$ cat config.mk
export PLATFORM = sky130hd
export DESIGN_NAME = rmj_delay
export DESIGN_NICKNAME = d
export VERILOG_FILES = /design/src/design/rmj_pkg.sv /design/src/design/rmj_delay.sv
export SDC_FILE = /design/constraint.sdc
export NUM_CORES = 1
export LEC_CHECK = 0
export BUFFER_PORTS_ARGS = -buffer_cell sky130_fd_sc_hd__buf_2
export CORE_MARGIN = 2
export CORE_UTILIZATION = 37
export DETAILED_ROUTE_END_ITERATION = 12
export GPL_ROUTABILITY_DRIVEN = 0
export PLACE_DENSITY = 0.53
export SLEW_MARGIN = 20
export SYNTH_ARGS = -nofsm -noshare
export SYNTH_HDL_FRONTEND = slang
export SYNTH_SLANG_ARGS = --single-unit
$ cat constraint.sdc
create_clock -name clk -period 0.95 [get_ports clk]
set_input_delay 0.095 -clock clk [delete_from_list [all_inputs] [get_ports clk]]
set_output_delay 0.095 -clock clk [all_outputs]
set_load 0.005 [all_outputs]
$ cat src/design/rmj_pkg.sv
package rmj_pkg;

  localparam int DW        = 32;
  localparam int FB        = 16;
  localparam int MAG_W     = DW;
  localparam int SQ_W      = 2 * DW;
  localparam int R_W       = DW;
  localparam int R3_W      = 3 * DW;
  localparam int Q_W       = DW;
  localparam int LIMIT_W   = 32;
  localparam int OFFSET_W  = 16;
  localparam int CFG_IDX_W = 1;
  localparam int CFG_DATA_W = 32;

  localparam logic [CFG_IDX_W-1:0] CFG_NEAR_ZERO_LIMIT = CFG_IDX_W'(0);
  localparam logic [CFG_IDX_W-1:0] CFG_NUDGE_OFFSET    = CFG_IDX_W'(1);

  localparam logic [LIMIT_W-1:0]  LIMIT_RESET  = LIMIT_W'(429497);
  localparam logic [OFFSET_W-1:0] OFFSET_RESET = OFFSET_W'(7);

  localparam logic signed [DW-1:0] SAT_MAX = {1'b0, {(DW-1){1'b1}}};
  localparam logic signed [DW-1:0] SAT_MIN = {1'b1, {(DW-1){1'b0}}};

  typedef struct packed {
    logic signed [DW-1:0] pos_x;
    logic signed [DW-1:0] pos_y;
    logic signed [DW-1:0] vel_x;
    logic signed [DW-1:0] vel_y;
  } in_t;

  typedef struct packed {
    logic signed [DW-1:0] range_dx;
    logic signed [DW-1:0] range_dy;
    logic signed [DW-1:0] bearing_dx;
    logic signed [DW-1:0] bearing_dy;
    logic signed [DW-1:0] rate_dx;
    logic signed [DW-1:0] rate_dy;
    logic                 nudged;
    logic                 saturated;
  } out_t;

  // Sign-magnitude state after the nudge, with squared range and cross term.
  typedef struct packed {
    logic             px_neg;
    logic             py_neg;
    logic [MAG_W-1:0] px_mag;
    logic [MAG_W-1:0] py_mag;
    logic             cm_neg;
    logic [SQ_W-1:0]  cm_mag;
    logic [SQ_W-1:0]  r2;
    logic             nudged;
    logic             zero;
  } front_t;

  typedef struct packed {
    logic px_neg;
    logic py_neg;
    logic cm_neg;
    logic nudged;
    logic zero;
  } side_t;

endpackage

$ cat src/design/rmj_delay.sv
module rmj_delay import rmj_pkg::*; #(
  parameter int WIDTH = SQ_W,
  parameter int DEPTH = R_W
) (
  input  logic             clk,
  input  logic             rst,
  input  logic             en,
  input  logic             in_valid,
  input  logic [WIDTH-1:0] in_data,
  output logic             out_valid,
  output logic [WIDTH-1:0] out_data
);

  logic [DEPTH-1:0] vld;
  logic [WIDTH-1:0] dat [DEPTH];

  always_ff @(posedge clk) begin
    if (rst) begin
      vld <= '0;
    end else if (en) begin
      vld <= {vld[DEPTH-2:0], in_valid};
    end
  end

  always_ff @(posedge clk) begin
    if (en) begin
      dat[0] <= in_data;
      for (int i = 1; i < DEPTH; i++) begin
        dat[i] <= dat[i-1];
      end
    end
  end

  assign out_valid = vld[DEPTH-1];
  assign out_data  = dat[DEPTH-1];

endmodule

==> metrics <==
largest fanout on the critical path=1; final hold slack=-340 ps; worst max-slew margin expressed relative to the limit=26.7%; Worst path slowest cell=sky130_fd_sc_hd__edfxtp_1; Switching Fraction=19.1%; setup TNS=-28,640 ps; TritonCTS Buffers=202; vias in the first global route=21,200; Syn. warnings=0; Max Slew Vio Count=0; CP max stage delay=410 ps; gr usage total=7.47%; initial antenna violation count=1; Final Setup Violations=72; Starting DRT DRC Count=1,334; WP data arrival=1370 ps; sequence of cells on the critical path=buf_2; H-tree depth=4; synthesized instance count=2,215; maximum number of pins on one net before global-route repair=182; count of placed standard cells in the final layout, fillers left out=5,107; status=complete, but fails checks; Setup WS post-layout=-519 ps; nets=2,784; CP Buf/Inv Count=1; number of unique standard cell types used by synthesis=8; power per cell area=2470 nW/um2; area of the mapped netlist=63,100 um2; setup repair after global routing missed its margin=true; dominant combinational cell family by area after synthesis=buffers and inverters; Die Area=174,000 um2; number of violations of the max-capacitance limit=0; xor and xnor area share after synthesis=0%; part of the power in registers=58.4%; number of flip-flops and latches in the synthesized netlist=2,080; Final Critical Period=1470 ps; overall routed net length=64,900 um; Required @ worst endpoint=850 ps; TritonCTS clock tree=yes; Detail Placement HPWL=31,300 um; vias after detailed routing=20,600; Highest Clock Rate=0.681 GHz; wire length per cell after detailed routing=12.7 um; worst reg2reg setup slack=210 ps; complex-gate fraction of the synthesized area=0%; largest vdd supply drop=1.88 mV; via density per instance=4.02; worst-case clock buffer depth=3; Clock Pin Slew Worst Setup and Hold Paths=60 ps; hold violation count in the final report=111; total gr overflow=0; Placeable Area=169,000 um2; first-pass GRT wire length=106,000 um; die outline height=417 um; kind of critical path=flop to primary output; number of detailed-route iterations in the first pass=4; root buffer selected by CTS=sky130_fd_sc_hd__clkbuf_16; reported net switching power=35.3 mW; part of the power in combinational logic=1.6%; Die Width=417 um; simple-gate portion of the synthesized area=0.190%; part of the Yosys area used for sequential elements=98.4%; adder and majority cell fraction of the synthesized area=0%; Post-route DRC=0; number of placement rows=151; share of total power in the clock network=40.0%; Antenna Violating Nets Remaining=0; number of placed instances, taps included=4,590; buffers added on ports=132; worst hold-check path type=input port to flop; total internal power=149 mW; crit share post-route=155%; kind of cell with the highest combined delay on the critical path=flip-flops; area overhead of the layout relative to synthesis=18.6%; final-layout fill cell count=14,100; nets in the synthesized netlist=2,283; Worst Clk Skew=27.4 ps; violations in the final reports=negative hold slack, negative setup slack; Worst Max-Slew Pin Slew=1100 ps; type of destination of the critical path=primary output; worst-skew pair later-pin latency=810 ps; Clock Sinks=2,080; average size of a mapped cell=28.5 um2; Boundary Pins=133; startpoint kind of the worst setup timing path=flop; Leakage=25.3 nW; share of post-route cells with drive strength above 1=17.7%; fraction of synthesized area in multiplexers=0.507%; initial core utilization=37.3%
## stage by stage
step / area, um2 / power (mW) / util [%] / setup WS (ps)
floorplan: 63100 / 110 / - / 262
global placement: 67200 / 112 / 39.7 / -578
detailed placement: 67200 / 112 / 39.7 / -650
CTS: 74800 / 188 / 44.2 / -642
global route: 74900 / 192 / 44.2 / -627
finish: 74900 / 185 / 44.2 / -519
## area by class of cell
cell class / instances / area [um2] / area share (%)
Clock buffer: 257 / 5350 / 7.14
Antenna cell: 1 / 2.50 / 0.00334
Clock inverter: 119 / 915 / 1.22
Sequential cell: 2080 / 62100 / 83.0
Tap cell: 2218 / 2780 / 3.71
Multi-Input combinational cell: 64 / 440 / 0.588
Timing Repair Buffer: 368 / 3250 / 4.34
## cells in the mapped netlist
cell type | instances | area [um2]
sky130_fd_sc_hd__buf_4 | 64 | 480
sky130_fd_sc_hd__clkbuf_1 | 3 | 11.3
sky130_fd_sc_hd__mux2i_1 | 32 | 320
sky130_fd_sc_hd__edfxtp_1 | 2048 | 61500
sky130_fd_sc_hd__nor2_1 | 32 | 120
sky130_fd_sc_hd__buf_6 | 1 | 11.3
sky130_fd_sc_hd__dfxtp_1 | 32 | 641
sky130_fd_sc_hd__buf_12 | 3 | 60.1
## flip-flops by register name (all words and copies together), names as in the netlist
signal / cells
dat: 2048
vld: 32
## power by group through the flow
stage | Clock (mW) | Combinational [mW] | Sequential (mW)
2_1_floorplan | 0 | 0.320 | 109
3_3_place_gp | 0 | 2.42 | 110
3_5_place_dp | 0 | 2.61 | 110
4_1_cts | 77.1 | 3.04 | 108
5_1_grt | 80.8 | 3.29 | 108
6_report | 73.8 | 2.97 | 108
## worst paths after layout
kind                                from                    end  depth (start not counted)
hold reg to reg    dat[1][783]$_DFFE_PP_  dat[1][847]$_DFFE_PP_                          0
hold / removal                        en   dat[0][49]$_DFFE_PP_                          1
setup reg to reg    vld[31]$_SDFFE_PP0P_   vld[31]$_SDFFE_PP0P_                          3
setup / recovery  dat[1][1020]$_DFFE_PP_           out_data[60]                          1
## logic make-up (layout without fill, tap and decap cells)
family,Yosys count,count (layout)
mux,32,32
flops,2080,2080
other cells,0,1
simple gates,32,32
buf+inv,71,744
## layout by cell type (no fill, tap or decap)
master	instances
sky130_fd_sc_hd__clkinv_16	4
sky130_fd_sc_hd__buf_4	61
sky130_fd_sc_hd__clkbuf_4	4
sky130_fd_sc_hd__buf_2	131
sky130_fd_sc_hd__clkbuf_1	46
sky130_fd_sc_hd__dfxtp_2	1
sky130_fd_sc_hd__edfxtp_1	2048
sky130_fd_sc_hd__diode_2	1
sky130_fd_sc_hd__clkinv_2	41
sky130_fd_sc_hd__clkbuf_16	204
sky130_fd_sc_hd__buf_12	36
sky130_fd_sc_hd__dfxtp_1	31
sky130_fd_sc_hd__buf_16	1
sky130_fd_sc_hd__clkbuf_8	3
sky130_fd_sc_hd__nor2_1	32
sky130_fd_sc_hd__clkinv_1	50
sky130_fd_sc_hd__clkinvlp_4	6
sky130_fd_sc_hd__dlygate4sd3_1	139
sky130_fd_sc_hd__bufinv_16	6
sky130_fd_sc_hd__inv_6	5
sky130_fd_sc_hd__mux2i_1	32
sky130_fd_sc_hd__clkinv_8	2
sky130_fd_sc_hd__inv_16	5
## routing by layer
metal | wire length (um) | GRT usage, % | up-vias | share of wire (%)
met5 | 0 | 0 | - | 0
met4 | 2560 | 4.36 | 0 | 3.9
met3 | 3800 | 2.64 | 200 | 5.9
met2 | 30300 | 11.5 | 353 | 47
met1 | 28200 | 9.07 | 10100 | 43
li1 | - | - | 9938 | -
## repair_timing
| action | CTS | global route |
|---|---|---|
| hold buffers | 137 | 3 |
| gates cloned | 0 | 0 |
| endpoints found under the hold margin | 272 | 136 |
| endpoints found under the setup margin | 65 | 211 |
| gates resized for setup | 1 | 1 |
| buffers inserted | 1 | 0 |
No activity file was read; power rests on OpenSTA's default activity.
