===== src/design/rmj_pkg.sv =====
package rmj_pkg;

  localparam int DW        = 32;
  localparam int FB        = 16;
  localparam int MAG_W     = DW;
  localparam int SQ_W      = 2 * DW;
  localparam int R_W       = DW;
  localparam int R3_W      = 3 * DW;
  localparam int Q_W       = DW;
  localparam int LIMIT_W   = 32;
  localparam int OFFSET_W  = 16;
  localparam int CFG_IDX_W = 1;
  localparam int CFG_DATA_W = 32;

  localparam logic [CFG_IDX_W-1:0] CFG_NEAR_ZERO_LIMIT = CFG_IDX_W'(0);
  localparam logic [CFG_IDX_W-1:0] CFG_NUDGE_OFFSET    = CFG_IDX_W'(1);

  localparam logic [LIMIT_W-1:0]  LIMIT_RESET  = LIMIT_W'(429497);
  localparam logic [OFFSET_W-1:0] OFFSET_RESET = OFFSET_W'(7);

  localparam logic signed [DW-1:0] SAT_MAX = {1'b0, {(DW-1){1'b1}}};
  localparam logic signed [DW-1:0] SAT_MIN = {1'b1, {(DW-1){1'b0}}};

  typedef struct packed {
    logic signed [DW-1:0] pos_x;
    logic signed [DW-1:0] pos_y;
    logic signed [DW-1:0] vel_x;
    logic signed [DW-1:0] vel_y;
  } in_t;

  typedef struct packed {
    logic signed [DW-1:0] range_dx;
    logic signed [DW-1:0] range_dy;
    logic signed [DW-1:0] bearing_dx;
    logic signed [DW-1:0] bearing_dy;
    logic signed [DW-1:0] rate_dx;
    logic signed [DW-1:0] rate_dy;
    logic                 nudged;
    logic                 saturated;
  } out_t;

  // Sign-magnitude state after the nudge, with squared range and cross term.
  typedef struct packed {
    logic             px_neg;
    logic             py_neg;
    logic [MAG_W-1:0] px_mag;
    logic [MAG_W-1:0] py_mag;
    logic             cm_neg;
    logic [SQ_W-1:0]  cm_mag;
    logic [SQ_W-1:0]  r2;
    logic             nudged;
    logic             zero;
  } front_t;

  typedef struct packed {
    logic px_neg;
    logic py_neg;
    logic cm_neg;
    logic nudged;
    logic zero;
  } side_t;

endpackage


===== src/design/rmj_sqrt.sv =====
module rmj_sqrt import rmj_pkg::*; (
  input  logic            clk,
  input  logic            en,
  input  logic [SQ_W-1:0] rad,
  output logic [R_W-1:0]  root
);

  localparam int REM_W = R_W + 3;

  logic [REM_W-1:0] rem_q  [1:R_W];
  logic [R_W-1:0]   root_q [1:R_W];
  logic [SQ_W-1:0]  rad_q  [1:R_W];

  // One result bit per stage, two radicand bits consumed per stage.
  for (genvar k = 0; k < R_W; k++) begin : g_step
    logic [REM_W-1:0] rem_in;
    logic [R_W-1:0]   root_in;
    logic [SQ_W-1:0]  rad_in;
    logic [REM_W-1:0] t, trial, diff;

    if (k == 0) begin : g_first
      assign rem_in  = '0;
      assign root_in = '0;
      assign rad_in  = rad;
    end else begin : g_next
      assign rem_in  = rem_q[k];
      assign root_in = root_q[k];
      assign rad_in  = rad_q[k];
    end

    always_comb begin
      t     = {rem_in[REM_W-3:0], rad_in[SQ_W-1 -: 2]};
      trial = REM_W'({root_in, 2'b01});
      diff  = t - trial;
    end

    always_ff @(posedge clk) begin
      if (en) begin
        if (t >= trial) begin
          rem_q[k+1]  <= diff;
          root_q[k+1] <= {root_in[R_W-2:0], 1'b1};
        end else begin
          rem_q[k+1]  <= t;
          root_q[k+1] <= {root_in[R_W-2:0], 1'b0};
        end
        rad_q[k+1] <= {rad_in[SQ_W-3:0], 2'b00};
      end
    end
  end

  assign root = root_q[R_W];

endmodule


===== config.mk =====
export PLATFORM = sky130hd
export DESIGN_NAME = rmj_sqrt
export DESIGN_NICKNAME = d
export VERILOG_FILES = /design/src/design/rmj_pkg.sv /design/src/design/rmj_sqrt.sv
export SDC_FILE = /design/constraint.sdc
export NUM_CORES = 2
export LEC_CHECK = 0
export BUFFER_PORTS_ARGS = -buffer_cell sky130_fd_sc_hd__buf_2
export CAP_MARGIN = 30
export CORE_ASPECT_RATIO = 0.7
export CORE_MARGIN = 4
export CORE_UTILIZATION = 64
export DETAILED_ROUTE_END_ITERATION = 6
export HOLD_SLACK_MARGIN = 0.05
export PLACE_DENSITY = 0.9
export SYNTH_ARGS = -nofsm -noshare
export SYNTH_HDL_FRONTEND = slang
export SYNTH_MEMORY_MAX_BITS = 65536
export SYNTH_SLANG_ARGS = --single-unit

===== constraint.sdc =====
create_clock -name clk -period 4.8 [get_ports clk]
set_clock_uncertainty 0.05 [all_clocks]
set_input_delay 0.96 -clock clk [delete_from_list [all_inputs] [get_ports clk]]
set_output_delay 0.96 -clock clk [all_outputs]
set_load 0.1 [all_outputs]

==> flow_summary.json <==
{
  "slew_headroom_pct": 29.1,
  "power.share.clock_pct": 30.7,
  "m1_wl_um": 108000,
  "cts_tree": "done",
  "route.detailed.vias_per_inst": 6.21,
  "static-leakage-power_nw": 48.6,
  "nFillCells": 11200,
  "tns_ps": 0,
  "floorplan.die_area_um2": 188000,
  "syn_to_final_growth_pct": 9.68,
  "fmax_mhz": 219,
  "die_width_um": 517,
  "p_comb_share_pct": 20.5,
  "synth.yosys.seq_area_share_pct": 64.6,
  "count_of_different_cell_masters_after_synthesis": 90,
  "vdd.ir_drop.worst_mv": 0.410,
  "crit_required_ps": 5330,
  "most_frequently_used_flop_master_after_synthesis": "sky130_fd_sc_hd__edfxtp_1",
  "fp-row-count": 130,
  "critical_path_peak_fanout": 27,
  "synth_largest_area_cell": "sky130_fd_sc_hd__edfxtp_1",
  "portBuffers": 97,
  "drt-initial-drc-count": 9278,
  "clock_tree.root_cell": "sky130_fd_sc_hd__clkbuf_16",
  "crit_arrival_ps": 5090,
  "global_route.usage.total_pct": 26.4,
  "highest_layer": "met5",
  "violations": "antenna rules",
  "detailed_place.area_um2": 120000,
  "setup_viol": 0,
  "mappedNetlistNets": 9619,
  "syn_area_um2": 116000,
  "timing.hold.worst.class": "primary input to register",
  "path_class": "register to register",
  "synth.yosys.warnings": 0,
  "routed_wirelength_um": 252000,
  "cts-resized-gates": 0,
  "routedWlPerCell_um": 21.4,
  "p_sw_share_pct": 29.0,
  "tightest_slew_ps": 1060,
  "detailroute.via_count": 73200,
  "synth-seq-cells": 2494,
  "layout.area.seq_um2": 74900,
  "crit_chain": "ha_1, o21a_1, o21a_1, o21ai_0, a21oi_1, nor2_1, o21ai_0, a21oi_1, o2111a_1, buf_4, clkinv_1, and4b_1, xor2_1",
  "antenna_found_initial": 12,
  "rsz0062_at_grt": "no",
  "numClockSinks": 2494,
  "final_area_um2": 127000,
  "first_pass_grt_wire_length_um": 392000,
  "timing_max_transition_violations_final": 0,
  "dr.pass1.iters": 6,
  "grt_max_degree": 209,
  "critPathLaunchType": "register",
  "floorplan.initialDensity_pct": 64.5,
  "clk_pin_slew_worst_paths_ps": 70,
  "post_synth_inst_count": 8991,
  "grt-ovfl-total": 0,
  "run_status": "finished with violations",
  "netlist.area_leader.share_pct": 64.6,
  "design.portCount": 98,
  "clockBufferDepth": 3,
  "cts_made_buffers": 222,
  "timing.critical_path.slowest_stage_cell": "sky130_fd_sc_hd__clkinv_1",
  "insertion_delay_ps": 850,
  "final_net_count": 9831,
  "synth-edff-count": 2494,
  "detailed_place_hpwl_um": 177000,
  "drv_cap": 0,
  "core_box_area_um2": 180000,
  "period_share_pct": 95.0,
  "synth.avg_cell_area_um2": 12.9,
  "met2_length_um": 111000,
  "place_congestion": 0.972,
  "route.antenna.remaining_nets": 1,
  "post-cts-setup-buffers": 0,
  "pwr-share-seq_pct": 48.9,
  "met3RoutedLength_um": 26700,
  "post_route_cells_drive_above_1_share_pct": 7.12,
  "first_global_vias": 70900,
  "whs_ps": 212,
  "total_switching_power_w": 0.0174,
  "clock_period_minus_final_worst_setup_slack_ps": 4560,
  "end_kind": "register",
  "die_height_um": 364,
  "post_synth_main_area_contributors": "sky130_fd_sc_hd__edfxtp_1 65%, sky130_fd_sc_hd__ha_1 6.1%, sky130_fd_sc_hd__xor2_1 3.2%, sky130_fd_sc_hd__xnor2_1 2.8%, sky130_fd_sc_hd__o21ai_0 2.7%",
  "power_density_nw_per_um2": 472,
  "drc": 0,
  "utilization_pct": 70.8,
  "register_to_register_setup_slack_ps": 240,
  "asyncSetResetFlopFracSynth_pct": 0,
  "cts-htree-levels": 4,
  "total_area_of_multi_input_combinational_cells_um2": 37600,
  "finalHoldViolations": 0,
  "cts_hold_buffers": 0,
  "max_stage_delay_ps": 700,
  "internal_power_w": 0.0426
}
-- final cells by class --
type                       instances  area share, %
clock inverter                   167           1.50
tap                             2376           2.34
sequential                      2494           58.9
multi-input combinational       5561           29.5
inverter                         733           2.16
clock buffer                     251           4.47
timing repair buffer             191           1.08
antenna                           10         0.0197
-- Yosys cell counts (10+ instances only) --
library cell and n:
sky130_fd_sc_hd__edfxtp_1 2494, sky130_fd_sc_hd__inv_1 731, sky130_fd_sc_hd__nand2_1 688, sky130_fd_sc_hd__o21ai_0 623
sky130_fd_sc_hd__ha_1 562, sky130_fd_sc_hd__a21oi_1 452, sky130_fd_sc_hd__nor2_1 443, sky130_fd_sc_hd__xor2_1 428
sky130_fd_sc_hd__xnor2_1 373, sky130_fd_sc_hd__a21o_1 253, sky130_fd_sc_hd__nor3_1 214, sky130_fd_sc_hd__clkbuf_1 191
sky130_fd_sc_hd__nand3_1 146, sky130_fd_sc_hd__nor4_1 123, sky130_fd_sc_hd__nand2b_1 111, sky130_fd_sc_hd__or3_1 98
sky130_fd_sc_hd__nand4_1 97, sky130_fd_sc_hd__o21a_1 91, sky130_fd_sc_hd__nor2b_1 84, sky130_fd_sc_hd__or4_1 63
sky130_fd_sc_hd__o21bai_1 51, sky130_fd_sc_hd__o31ai_1 48, sky130_fd_sc_hd__a31oi_1 43, sky130_fd_sc_hd__and3_1 42
sky130_fd_sc_hd__mux2_2 42, sky130_fd_sc_hd__or2_2 41, sky130_fd_sc_hd__a211oi_1 40, sky130_fd_sc_hd__and2_1 33
sky130_fd_sc_hd__nor3b_1 26, sky130_fd_sc_hd__nor4b_1 26, sky130_fd_sc_hd__a21boi_0 25, sky130_fd_sc_hd__o211ai_1 25
sky130_fd_sc_hd__and4_1 16, sky130_fd_sc_hd__nand3b_1 16, sky130_fd_sc_hd__a2111oi_0 15, sky130_fd_sc_hd__o31a_1 13
sky130_fd_sc_hd__a211o_1 12, sky130_fd_sc_hd__a41oi_1 12, sky130_fd_sc_hd__a221o_1 11, sky130_fd_sc_hd__mux2i_1 11
sky130_fd_sc_hd__a22oi_1 10, sky130_fd_sc_hd__nand4b_1 10, sky130_fd_sc_hd__o41ai_1 10
-- cell families after synthesis --
logic type	share of synthesized area, %
flops	64.6
compound gates	9.66
xor+xnor	6.05
simple gates	10.1
fa+ha+maj	6.06
mux	0.503
buf+inv	3.05
-- per-layer routing --
layer	up-vias	GRT usage (%)
met2	3609	39.5
met4	6	6.04
met3	506	6.30
li1	33600	-
met1	35500	39.6
met5	-	0
-- sequential cells by signal, summed over array words and instances (netlist names) --
name,cells
rad_q,992
rem_q,974
root_q,528
-- metrics by stage --
step,cells,setup slack (ps),power (W)
6_report,11800,239,0.0600
3_3_place_gp,11300,675,0.0410
4_1_cts,11800,443,0.0600
5_1_grt,11800,135,0.0627
2_1_floorplan,8991,676,0.0378
3_5_place_dp,11400,555,0.0416
-- power groups by stage --
stage / logic, W / registers, W / clock network, W
4_1_cts: 0.0121 / 0.0293 / 0.0187
5_1_grt: 0.0135 / 0.0295 / 0.0197
3_5_place_dp: 0.0119 / 0.0297 / 0
3_3_place_gp: 0.0114 / 0.0296 / 0
2_1_floorplan: 0.00883 / 0.0290 / 0
6_report: 0.0123 / 0.0293 / 0.0184
-- layout by cell type (no fill, tap or decap), types with 123 or more instances in the layout --
| master | n |
|---|---|
| sky130_fd_sc_hd__edfxtp_1 | 2494 |
| sky130_fd_sc_hd__a21oi_1 | 450 |
| sky130_fd_sc_hd__xor2_1 | 428 |
| sky130_fd_sc_hd__xnor2_1 | 373 |
| sky130_fd_sc_hd__nand3_1 | 146 |
| sky130_fd_sc_hd__inv_1 | 731 |
| sky130_fd_sc_hd__o21ai_0 | 623 |
| sky130_fd_sc_hd__a21o_1 | 253 |
| sky130_fd_sc_hd__nor4_1 | 123 |
| sky130_fd_sc_hd__ha_1 | 562 |
| sky130_fd_sc_hd__nor3_1 | 214 |
| sky130_fd_sc_hd__nor2_1 | 443 |
| sky130_fd_sc_hd__clkbuf_16 | 223 |
| sky130_fd_sc_hd__nand2_1 | 688 |
-- critical path: cells and delay by family, from the launching register on --
family,cells,cell delay [ps]
DFF,1,390
AOI/OAI and AO/OA,7,1690
buffers and inverters,2,940
xor gates and xnor gates,1,160
adders and majority gates,1,370
and+or+nand+nor,2,680
-- path summary, 6_finish.rpt --
| kind | start | end | cells past startpoint |
|---|---|---|---|
| worst max-delay path | rem_q[0][420]$_DFFE_PP_ | rem_q[0][481]$_DFFE_PP_ | 13 |
| worst min-delay path | rad[56] | rad_q[0][118]$_DFFE_PP_ | 1 |
| worst max register to register | rem_q[0][420]$_DFFE_PP_ | rem_q[0][481]$_DFFE_PP_ | 13 |
| worst min register to register | rad_q[0][652]$_DFFE_PP_ | rad_q[0][716]$_DFFE_PP_ | 0 |
Note: power is estimated with default switching activity, not from simulation.
